$ cat config.mk
export PLATFORM = sky130hd
export DESIGN_NAME = dynamic_priority_scheduler_top
export DESIGN_NICKNAME = d
export VERILOG_FILES = /design/src/hdl/dps_pkg.sv /design/src/hdl/dynamic_priority_scheduler_top.sv /design/src/hdl/dps_ctrl.sv /design/src/hdl/dps_datapath.sv
export SDC_FILE = /design/constraint.sdc
export NUM_CORES = 2
export LEC_CHECK = 0
export BUFFER_PORTS_ARGS = -buffer_cell sky130_fd_sc_hd__buf_2
export CAP_MARGIN = 20
export CORE_AREA = 2 2 445 314
export CTS_CLUSTER_DIAMETER = 40
export DETAILED_ROUTE_END_ITERATION = 6
export DIE_AREA = 0 0 447 316
export SYNTH_ARGS = -nofsm -noshare
export SYNTH_HDL_FRONTEND = slang
export SYNTH_HIERARCHICAL = 1
export SYNTH_SLANG_ARGS = --single-unit
$ cat constraint.sdc
create_clock -name i_clk -period 27.3 [get_ports i_clk]
set_clock_uncertainty 0.05 [all_clocks]
set_input_delay 2.73 -clock i_clk [delete_from_list [all_inputs] [get_ports i_clk]]
set_output_delay 2.73 -clock i_clk [all_outputs]
set_load 0.005 [all_outputs]
$ cat src/hdl/dps_pkg.sv
// Shared widths, status codes and controller/datapath handshake types.
package dps_pkg;

    localparam int PRIO_W  = 8;
    localparam int TIME_W  = 16;
    localparam int OUT_ID_W = 8;
    localparam int OUT_CNT_W = 5;

    localparam logic [1:0] ST_OK    = 2'd0;
    localparam logic [1:0] ST_FULL  = 2'd1;
    localparam logic [1:0] ST_ZERO  = 2'd2;
    localparam logic [1:0] ST_EMPTY = 2'd3;

    localparam logic signed [PRIO_W-1:0] PRIO_MIN = {1'b1, {(PRIO_W-1){1'b0}}};

    // Commands from the controller to the datapath.
    typedef struct packed {
        logic capture;   // latch the accepted request
        logic exec;      // create: insert or reject; run: pop the head
        logic reins;     // put the popped entry back with its priority lowered (held at the minimum)
        logic load_out;  // load the result register
    } t_dp_cmd;

    // Status from the datapath to the controller.
    typedef struct packed {
        logic needs_reins;
    } t_dp_sts;

endpackage

$ cat src/hdl/dynamic_priority_scheduler_top.sv
// Top level of the dynamic priority scheduler.
//
// The input channel carries one request per transfer (i_valid / o_stall):
// mode 0 creates a process entry from proc_id, priority_req and run_time;
// mode 1 runs one time slice of the head entry. The output channel
// (o_valid / i_stall) returns exactly one result per request, in order.
//
// A request is taken only when the block is idle. A create, a run on an
// empty queue and a run that finishes its process load the result register
// from the execute state; a run that puts its process back loads it from
// the reinsertion state that follows, which reinserts the entry into the
// sorted shift queue. The next request can be accepted in the cycle after
// the result is loaded, even while that result is still waiting at the
// output.
//
// If the receiver stalls, the result register holds and the block waits
// before touching the queue for the next request. Reset (synchronous,
// active low) empties the queue and drops any pending result; queue
// contents need no clearing pass.
module dynamic_priority_scheduler_top
    import dps_pkg::*;
#(
    parameter int QUEUE_DEPTH = 16,
    parameter int ID_WIDTH    = 8
) (
    input  logic                     i_clk,
    input  logic                     i_rst_n,
    input  logic                     i_valid,
    output logic                     o_stall,
    input  logic                     i_mode,
    input  logic [OUT_ID_W-1:0]      i_proc_id,
    input  logic signed [PRIO_W-1:0] i_priority_req,
    input  logic [TIME_W-1:0]        i_run_time,
    output logic                     o_valid,
    input  logic                     i_stall,
    output logic [1:0]               o_status,
    output logic [OUT_ID_W-1:0]      o_ran_id,
    output logic signed [PRIO_W-1:0] o_ran_priority,
    output logic [TIME_W-1:0]        o_ran_elapsed,
    output logic                     o_finished,
    output logic [OUT_CNT_W-1:0]     o_queue_count
);

    t_dp_cmd cmd;
    t_dp_sts sts;

    dps_ctrl u_ctrl (
        .i_clk   (i_clk),
        .i_rst_n (i_rst_n),
        .i_valid (i_valid),
        .o_stall (o_stall),
        .o_valid (o_valid),
        .i_stall (i_stall),
        .i_sts   (sts),
        .o_cmd   (cmd)
    );

    dps_datapath #(
        .QUEUE_DEPTH (QUEUE_DEPTH),
        .ID_WIDTH    (ID_WIDTH)
    ) u_datapath (
        .i_clk          (i_clk),
        .i_rst_n        (i_rst_n),
        .i_cmd          (cmd),
        .o_sts          (sts),
        .i_mode         (i_mode),
        .i_proc_id      (i_proc_id),
        .i_priority_req (i_priority_req),
        .i_run_time     (i_run_time),
        .o_status       (o_status),
        .o_ran_id       (o_ran_id),
        .o_ran_priority (o_ran_priority),
        .o_ran_elapsed  (o_ran_elapsed),
        .o_finished     (o_finished),
        .o_queue_count  (o_queue_count)
    );

endmodule

$ cat src/hdl/dps_ctrl.sv
// Controller state machine for the priority scheduler.
module dps_ctrl
    import dps_pkg::*;
(
    input  logic    i_clk,
    input  logic    i_rst_n,
    input  logic    i_valid,
    output logic    o_stall,
    output logic    o_valid,
    input  logic    i_stall,
    input  t_dp_sts i_sts,
    output t_dp_cmd o_cmd
);

    typedef enum logic [2:0] {
        S_IDLE  = 3'b001,
        S_EXEC  = 3'b010,
        S_REINS = 3'b100
    } t_state;

    t_state r_state, n_state;
    logic   r_out_valid, n_out_valid;
    logic   out_free;

    assign out_free = !r_out_valid || !i_stall;
    assign o_stall  = (r_state != S_IDLE);
    assign o_valid  = r_out_valid;

    always_comb begin
        n_state = r_state;
        o_cmd   = '0;
        case (r_state)
            S_IDLE: begin
                if (i_valid) begin
                    o_cmd.capture = 1'b1;
                    n_state       = S_EXEC;
                end
            end
            S_EXEC: begin
                // Each step waits until the result register can take its
                // result, so the queue is only touched once per step.
                if (out_free) begin
                    o_cmd.exec = 1'b1;
                    if (i_sts.needs_reins) begin
                        n_state = S_REINS;
                    end else begin
                        o_cmd.load_out = 1'b1;
                        n_state        = S_IDLE;
                    end
                end
            end
            S_REINS: begin
                if (out_free) begin
                    o_cmd.reins    = 1'b1;
                    o_cmd.load_out = 1'b1;
                    n_state        = S_IDLE;
                end
            end
            default: begin
                n_state = S_IDLE;
            end
        endcase
    end

    always_comb begin
        if (o_cmd.load_out) begin
            n_out_valid = 1'b1;
        end else begin
            n_out_valid = r_out_valid && i_stall;
        end
    end

    always_ff @(posedge i_clk) begin
        if (!i_rst_n) begin
            r_state     <= S_IDLE;
            r_out_valid <= 1'b0;
        end else begin
            r_state     <= n_state;
            r_out_valid <= n_out_valid;
        end
    end

    a_accept_to_exec: assert property (@(posedge i_clk) disable iff (!i_rst_n)
        (i_valid && !o_stall) |=> (r_state == S_EXEC))
        else $error("accepted request did not start execution");

    a_reins_from_exec: assert property (@(posedge i_clk) disable iff (!i_rst_n)
        ((r_state == S_REINS) && !$past(r_state == S_REINS)) |-> $past(r_state == S_EXEC))
        else $error("reinsertion entered from a state other than execute");

    a_result_source: assert property (@(posedge i_clk) disable iff (!i_rst_n)
        $rose(o_valid) |-> $past(r_state == S_EXEC || r_state == S_REINS))
        else $error("result appeared without a finishing step");

endmodule

$ cat src/hdl/dps_datapath.sv
// Sorted shift queue, request and result registers of the priority scheduler.
module dps_datapath
    import dps_pkg::*;
#(
    parameter int QUEUE_DEPTH = 16,
    parameter int ID_WIDTH    = 8
) (
    input  logic                     i_clk,
    input  logic                     i_rst_n,
    input  t_dp_cmd                  i_cmd,
    output t_dp_sts                  o_sts,
    input  logic                     i_mode,
    input  logic [OUT_ID_W-1:0]      i_proc_id,
    input  logic signed [PRIO_W-1:0] i_priority_req,
    input  logic [TIME_W-1:0]        i_run_time,
    output logic [1:0]               o_status,
    output logic [OUT_ID_W-1:0]      o_ran_id,
    output logic signed [PRIO_W-1:0] o_ran_priority,
    output logic [TIME_W-1:0]        o_ran_elapsed,
    output logic                     o_finished,
    output logic [OUT_CNT_W-1:0]     o_queue_count
);

    localparam int CW = $clog2(QUEUE_DEPTH + 1);

    // Queue cells; cell 0 is the head.
    logic [ID_WIDTH-1:0]      r_q_id   [QUEUE_DEPTH];
    logic signed [PRIO_W-1:0] r_q_prio [QUEUE_DEPTH];
    logic [TIME_W-1:0]        r_q_need [QUEUE_DEPTH];
    logic [TIME_W-1:0]        r_q_el   [QUEUE_DEPTH];
    logic [CW-1:0]            r_count, n_count;

    // Accepted request.
    logic                     r_mode;
    logic [ID_WIDTH-1:0]      r_id;
    logic signed [PRIO_W-1:0] r_prio;
    logic [TIME_W-1:0]        r_need;

    // Entry popped by a run slice, waiting for reinsertion.
    logic [ID_WIDTH-1:0]      r_h_id;
    logic signed [PRIO_W-1:0] r_h_prio;
    logic [TIME_W-1:0]        r_h_need;
    logic [TIME_W-1:0]        r_h_el;

    // Result register.
    logic [1:0]               r_o_status;
    logic [OUT_ID_W-1:0]      r_o_id;
    logic signed [PRIO_W-1:0] r_o_prio;
    logic [TIME_W-1:0]        r_o_el;
    logic                     r_o_fin;
    logic [OUT_CNT_W-1:0]     r_o_cnt;

    logic [ID_WIDTH+OUT_ID_W-1:0]  in_id_ext;
    logic [ID_WIDTH+OUT_ID_W-1:0]  head_id_ext;
    logic [ID_WIDTH+OUT_ID_W-1:0]  hold_id_ext;
    logic [CW+OUT_CNT_W-1:0]       cnt_ext;

    logic                     is_empty, is_full;
    logic [TIME_W-1:0]        head_el_inc;
    logic                     create_ok, do_insert, do_pop;
    logic [ID_WIDTH-1:0]      ins_id;
    logic signed [PRIO_W-1:0] ins_prio;
    logic [TIME_W-1:0]        ins_need, ins_el;
    logic signed [PRIO_W-1:0] h_prio_dec;
    logic [QUEUE_DEPTH-1:0]   take;

    logic [1:0]               res_status;
    logic [OUT_ID_W-1:0]      res_id;
    logic signed [PRIO_W-1:0] res_prio;
    logic [TIME_W-1:0]        res_el;
    logic                     res_fin;

    assign in_id_ext   = {{ID_WIDTH{1'b0}}, i_proc_id};
    assign head_id_ext = {{OUT_ID_W{1'b0}}, r_q_id[0]};
    assign hold_id_ext = {{OUT_ID_W{1'b0}}, r_h_id};
    assign cnt_ext     = {{OUT_CNT_W{1'b0}}, n_count};

    assign is_empty    = (r_count == '0);
    assign is_full     = (r_count == CW'(QUEUE_DEPTH));
    assign head_el_inc = r_q_el[0] + TIME_W'(1);

    assign o_sts.needs_reins = r_mode && !is_empty && (head_el_inc != r_q_need[0]);

    assign create_ok = !r_mode && !is_full && (r_need != '0);
    assign do_insert = (i_cmd.exec && create_ok) || i_cmd.reins;
    assign do_pop    = i_cmd.exec && r_mode && !is_empty;

    assign h_prio_dec = (r_h_prio == PRIO_MIN) ? r_h_prio : r_h_prio - PRIO_W'(1);

    assign ins_id   = i_cmd.reins ? r_h_id     : r_id;
    assign ins_prio = i_cmd.reins ? h_prio_dec : r_prio;
    assign ins_need = i_cmd.reins ? r_h_need   : r_need;
    assign ins_el   = i_cmd.reins ? r_h_el     : '0;

    // Request register.
    always_ff @(posedge i_clk) begin
        if (i_cmd.capture) begin
            r_mode <= i_mode;
            r_id   <= in_id_ext[ID_WIDTH-1:0];
            r_prio <= i_priority_req;
            r_need <= i_run_time;
        end
    end

    // Hold register for the entry that just ran.
    always_ff @(posedge i_clk) begin
        if (do_pop) begin
            r_h_id   <= r_q_id[0];
            r_h_prio <= r_q_prio[0];
            r_h_need <= r_q_need[0];
            r_h_el   <= head_el_inc;
        end
    end

    // Each cell decides on its own: a new entry lands in the first cell
    // whose priority it beats (or the first empty cell), and the cells
    // behind it shift down by one. Equal priorities are not beaten, so the
    // newcomer goes behind them.
    genvar g;
    generate
        for (g = 0; g < QUEUE_DEPTH; g++) begin : g_cell
            logic take_prev;

            assign take[g] = (CW'(g) >= r_count) || (ins_prio > r_q_prio[g]);

            if (g == 0) begin : g_first
                assign take_prev = 1'b0;
            end else begin : g_rest
                assign take_prev = take[g-1];
            end

            always_ff @(posedge i_clk) begin
                if (do_pop) begin
                    if (g < QUEUE_DEPTH - 1) begin
                        r_q_id[g]   <= r_q_id[(g+1) % QUEUE_DEPTH];
                        r_q_prio[g] <= r_q_prio[(g+1) % QUEUE_DEPTH];
                        r_q_need[g] <= r_q_need[(g+1) % QUEUE_DEPTH];
                        r_q_el[g]   <= r_q_el[(g+1) % QUEUE_DEPTH];
                    end
                end else if (do_insert && take[g]) begin
                    if (!take_prev) begin
                        r_q_id[g]   <= ins_id;
                        r_q_prio[g] <= ins_prio;
                        r_q_need[g] <= ins_need;
                        r_q_el[g]   <= ins_el;
                    end else begin
                        r_q_id[g]   <= r_q_id[(g+QUEUE_DEPTH-1) % QUEUE_DEPTH];
                        r_q_prio[g] <= r_q_prio[(g+QUEUE_DEPTH-1) % QUEUE_DEPTH];
                        r_q_need[g] <= r_q_need[(g+QUEUE_DEPTH-1) % QUEUE_DEPTH];
                        r_q_el[g]   <= r_q_el[(g+QUEUE_DEPTH-1) % QUEUE_DEPTH];
                    end
                end
            end
        end
    endgenerate

    always_comb begin
        if (do_pop) begin
            n_count = r_count - CW'(1);
        end else if (do_insert) begin
            n_count = r_count + CW'(1);
        end else begin
            n_count = r_count;
        end
    end

    always_ff @(posedge i_clk) begin
        if (!i_rst_n) begin
            r_count <= '0;
        end else begin
            r_count <= n_count;
        end
    end

    // Result of the step that finishes the request.
    always_comb begin
        res_status = ST_OK;
        res_id     = '0;
        res_prio   = '0;
        res_el     = '0;
        res_fin    = 1'b0;
        if (i_cmd.reins) begin
            res_id   = hold_id_ext[OUT_ID_W-1:0];
            res_prio = r_h_prio;
            res_el   = r_h_el;
        end else if (!r_mode) begin
            if (is_full) begin
                res_status = ST_FULL;
            end else if (r_need == '0) begin
                res_status = ST_ZERO;
            end
        end else if (is_empty) begin
            res_status = ST_EMPTY;
        end else begin
            // A run that needs no reinsertion is one that just finished.
            res_id   = head_id_ext[OUT_ID_W-1:0];
            res_prio = r_q_prio[0];
            res_el   = head_el_inc;
            res_fin  = 1'b1;
        end
    end

    always_ff @(posedge i_clk) begin
        if (i_cmd.load_out) begin
            r_o_status <= res_status;
            r_o_id     <= res_id;
            r_o_prio   <= res_prio;
            r_o_el     <= res_el;
            r_o_fin    <= res_fin;
            r_o_cnt    <= cnt_ext[OUT_CNT_W-1:0];
        end
    end

    assign o_status       = r_o_status;
    assign o_ran_id       = r_o_id;
    assign o_ran_priority = r_o_prio;
    assign o_ran_elapsed  = r_o_el;
    assign o_finished     = r_o_fin;
    assign o_queue_count  = r_o_cnt;

    a_count_bound: assert property (@(posedge i_clk) disable iff (!i_rst_n)
        r_count <= CW'(QUEUE_DEPTH))
        else $error("entry count exceeds queue depth");

    a_no_pop_and_insert: assert property (@(posedge i_clk) disable iff (!i_rst_n)
        !(do_pop && do_insert))
        else $error("pop and insert in the same cycle");

    a_sorted_head: assert property (@(posedge i_clk) disable iff (!i_rst_n)
        (r_count >= CW'(2)) |-> (r_q_prio[0] >= r_q_prio[1 % QUEUE_DEPTH]))
        else $error("queue head is not the highest priority");

endmodule
==> flow_metrics.tcl <==
set metrics [dict create \
    status "complete, but fails checks" \
    violations "design-rule violations" \
    grt_usage_pct 20.8 \
    wl_met1_um 72200 \
    gr-total-overflow 0 \
    p_clk_share_pct 47.7 \
    wirelength_um 150000 \
    vias_per_cell 5.58 \
    top_layer "met4" \
    drc_errors 2 \
    worstSetupStartpointType "primary input" \
    pwr_density_cell_nw_per_um2 58.5 \
    ys_top_cells_by_count "edfxtp_1 (889), o21ai_0 (747), nand2_1 (736)" \
    cp_max_fo 49 \
    die_h_um 316 \
    ys_types 72 \
    slowest_delay_ns 0.84 \
    synth_edf_count 889 \
    drtIter0Drc 4438 \
    grt_pass1_wl_um 220000 \
    power.internal_mw 2.43 \
    synth_fp_nets 4391 \
    combPwrFrac_pct 3.8 \
    numClockSinks 898 \
    place.gp.congestion 0.876 \
    vdd_drop_max_v 0.0000554 \
    vias 34200 \
    cts_tree "built" \
    worst_pin_slew_ns 1.29 \
    hold_path_class "reg -> reg" \
    crit_arrival_ns 7.96 \
    worstSetupPathType "in -> reg" \
    rsz0062_at_grt "no" \
    register_area_um2 26900 \
    drive_gt1_share_pct 12.3 \
    ys_seq_area_share_pct 56.4 \
    h-tree-depth 3 \
    cp_common_cell "buf_4" \
    synthArstFlopShare_pct 0 \
    cts.path.max_buffers 3 \
    syn_to_final_growth_pct 13.0 \
    route.met2.wl_um 59200 \
    hpwl_um 94600 \
    syn_avg_cell_area_um2 11.3 \
    synthCells 4218 \
    fmax_mhz 130 \
    yosysMostFrequentCell "edfxtp_1" \
    start_util_pct 34.7 \
    maxSlewViolCount 0 \
    switchingPower_mw 0.721 \
    path_cells "buf_2 -> and2_1 -> nor3b_2 -> buf_4 -> mux2_2 -> inv_1 -> buf_4 -> ha_1 -> nand4_1 -> nor2_1 -> o21ai_2 -> buf_4 -> or2_4 -> inv_1 -> o21ai_4 -> buf_4" \
    worstSkewPairLatency_ns 0.73 \
    dp_cells 5912 \
    cts_setup_buffers 0 \
    ys_top_cells_by_area "edfxtp_1 (56%), mux2i_1 (12%), o21ai_0 (7.8%)" \
    drt-wirelength-per-cell_um 24.4 \
    synth_top_area_cell "edfxtp_1" \
    die_x_um 447 \
    ant_nets 0 \
    yosys_warnings 6 \
    coreArea_um2 137000 \
    finalCritPeriodShare_pct 28.1 \
    antenna_cells 0 \
    grt_max_degree 97 \
    cts.clk_slew.worst_paths_ns 0.06 \
    ys_seq_elements 898 \
    grt_pass1_vias 32300 \
    cts_made_buffers 111 \
    fin_cells 6127 \
    multi_input_area_um2 19300 \
    period_needed_ns 7.67 \
    leakagePower_nw 21.3 \
    rows 114 \
    routed-wl-met3_um 15600 \
    nets 4345 \
    cts_root_buf "clkbuf_16" \
    portBuffers 78 \
    slew_headroom_pct 13.0 \
    syn_area_um2 47700 \
    power_frac_seq_pct 48.5 \
    slowest_stage "or2_4" \
    die_area_um2 141000 \
    synth_flop_cell "edfxtp_1" \
    cp.required_ns 27.59 \
    switching_share_pct 22.9 \
    hold_viol_final 0 \
    num_io_pins 79 \
    setup_viol_count_final 0 \
    cts-resized-gates 0 \
    fillCellCount 13200 \
    drtPass1Iterations 7 \
    cp-end-kind "flip-flop" \
    ctsHoldBuffers 0 \
    fin_tns_setup_ns 0 \
    cap_violations 0 \
    antenna_found_initial 5 \
    critPathTopFamily "buffers and inverters" \
    cp_num_buf_inv 7 \
    synth_top_area_share_pct 56.0 \
]
==> metal layers <==
metal	global-route usage, %	up-vias
met4	3.90	0
met5	0	-
met3	4.31	181
met1	33.2	17000
li1	-	15300
met2	28.7	1661
==> worst reg2reg max path, cell delays in order (launching register included) <==
cell	delay, ns
edfxtp_1	0.46
or4_1	0.59
or3_1	0.46
xnor2_1	0.21
mux2_2	0.48
inv_1	0.08
buf_4	0.25
ha_1	0.26
nor2b_1	0.11
o21a_1	0.12
o21ai_0	0.11
a21oi_2	0.16
buf_4	0.33
or2_4	0.86
inv_1	0.22
o21ai_4	0.59
buf_4	0.63
==> through the flow <==
step	setup slack (ns)	power (mW)	util (%)	hold slack [ns]	area [um^2]
2_1_floorplan	16.69	1.63	-	0.400	47700
3_3_place_gp	19.07	1.67	36.5	0.451	50100
3_5_place_dp	18.99	1.67	36.5	0.458	50100
4_1_cts	19.77	3.17	39.2	0.467	53800
5_1_grt	19.43	3.24	39.3	0.493	53900
6_report	19.63	3.15	39.3	0.469	53900
==> kinds of logic (layout without fill, tap and decap cells) <==
| family | Yosys count | in the layout | synth area share (%) |
|---|---|---|---|
| compound gates | 980 | 980 | 11.0 |
| mux | 719 | 719 | 15.6 |
| fa+ha+maj | 136 | 136 | 3.57 |
| flops | 898 | 898 | 56.4 |
| simple gates | 967 | 967 | 8.57 |
| buf+inv | 478 | 531 | 4.16 |
| xor+xnor | 40 | 40 | 0.735 |
==> path summary, 6_finish.rpt <==
check / start / endpoint / slack, ns / cells after the start
max: i_stall / u_datapath/r_q_need[0][64] / 19.63 / 16
min: u_datapath/r_q_need[1][114] / u_datapath/r_q_need[1][98] / 0.47 / 2
max reg2reg: u_datapath/r_h_prio[2] / u_datapath/r_q_need[0][64] / 20.94 / 16
min reg2reg: u_datapath/r_q_need[1][114] / u_datapath/r_q_need[1][98] / 0.47 / 2
==> power groups by stage <==
| stage | Sequential, mW | Combinational, mW | Clock, mW |
|---|---|---|---|
| final | 1.53 | 0.119 | 1.50 |
| after global routing | 1.53 | 0.130 | 1.58 |
| after CTS | 1.53 | 0.117 | 1.53 |
| after detailed placement | 1.56 | 0.117 | 0 |
| after global placement | 1.56 | 0.114 | 0 |
| after floorplan | 1.55 | 0.0739 | 0 |
==> final cells by class <==
cell class	instances	area share (%)
multi-input cells	2842	35.8
repair buffers	159	1.97
inverters	160	1.12
clock buffers	130	5.31
well taps	1856	4.31
clock inverters	82	1.59
flip-flops and latches	898	49.9
==> flip-flops by register name, summed over array words and instances, names as in the netlist, 16 cells and up <==
name	cells
u_datapath/r_q_el	256
u_datapath/r_q_prio	128
u_datapath/r_need	16
u_datapath/r_q_id	128
u_datapath/r_h_need	16
u_datapath/r_q_need	256
u_datapath/o_ran_elapsed	16
u_datapath/r_h_el	16
==> cell usage in the layout, fill, tap and decap left out, types with 21 or more instances in the layout <==
cell | Yosys | final
a21oi_1 | 84 | 83
and2_1 | 23 | 23
buf_2 | 93 | 78
buf_4 | 4 | 76
clkbuf_16 | 0 | 111
edfxtp_1 | 889 | 889
ha_1 | 136 | 136
inv_1 | 159 | 159
mux2_2 | 104 | 104
mux2i_1 | 595 | 595
nand2_1 | 736 | 734
nand4_1 | 33 | 33
nor2_1 | 43 | 39
nor2b_1 | 22 | 22
nor3_1 | 49 | 48
o21ai_0 | 747 | 731
o21ai_4 | 0 | 25
xnor2_1 | 21 | 21
Power figures use the tool's default switching activity.
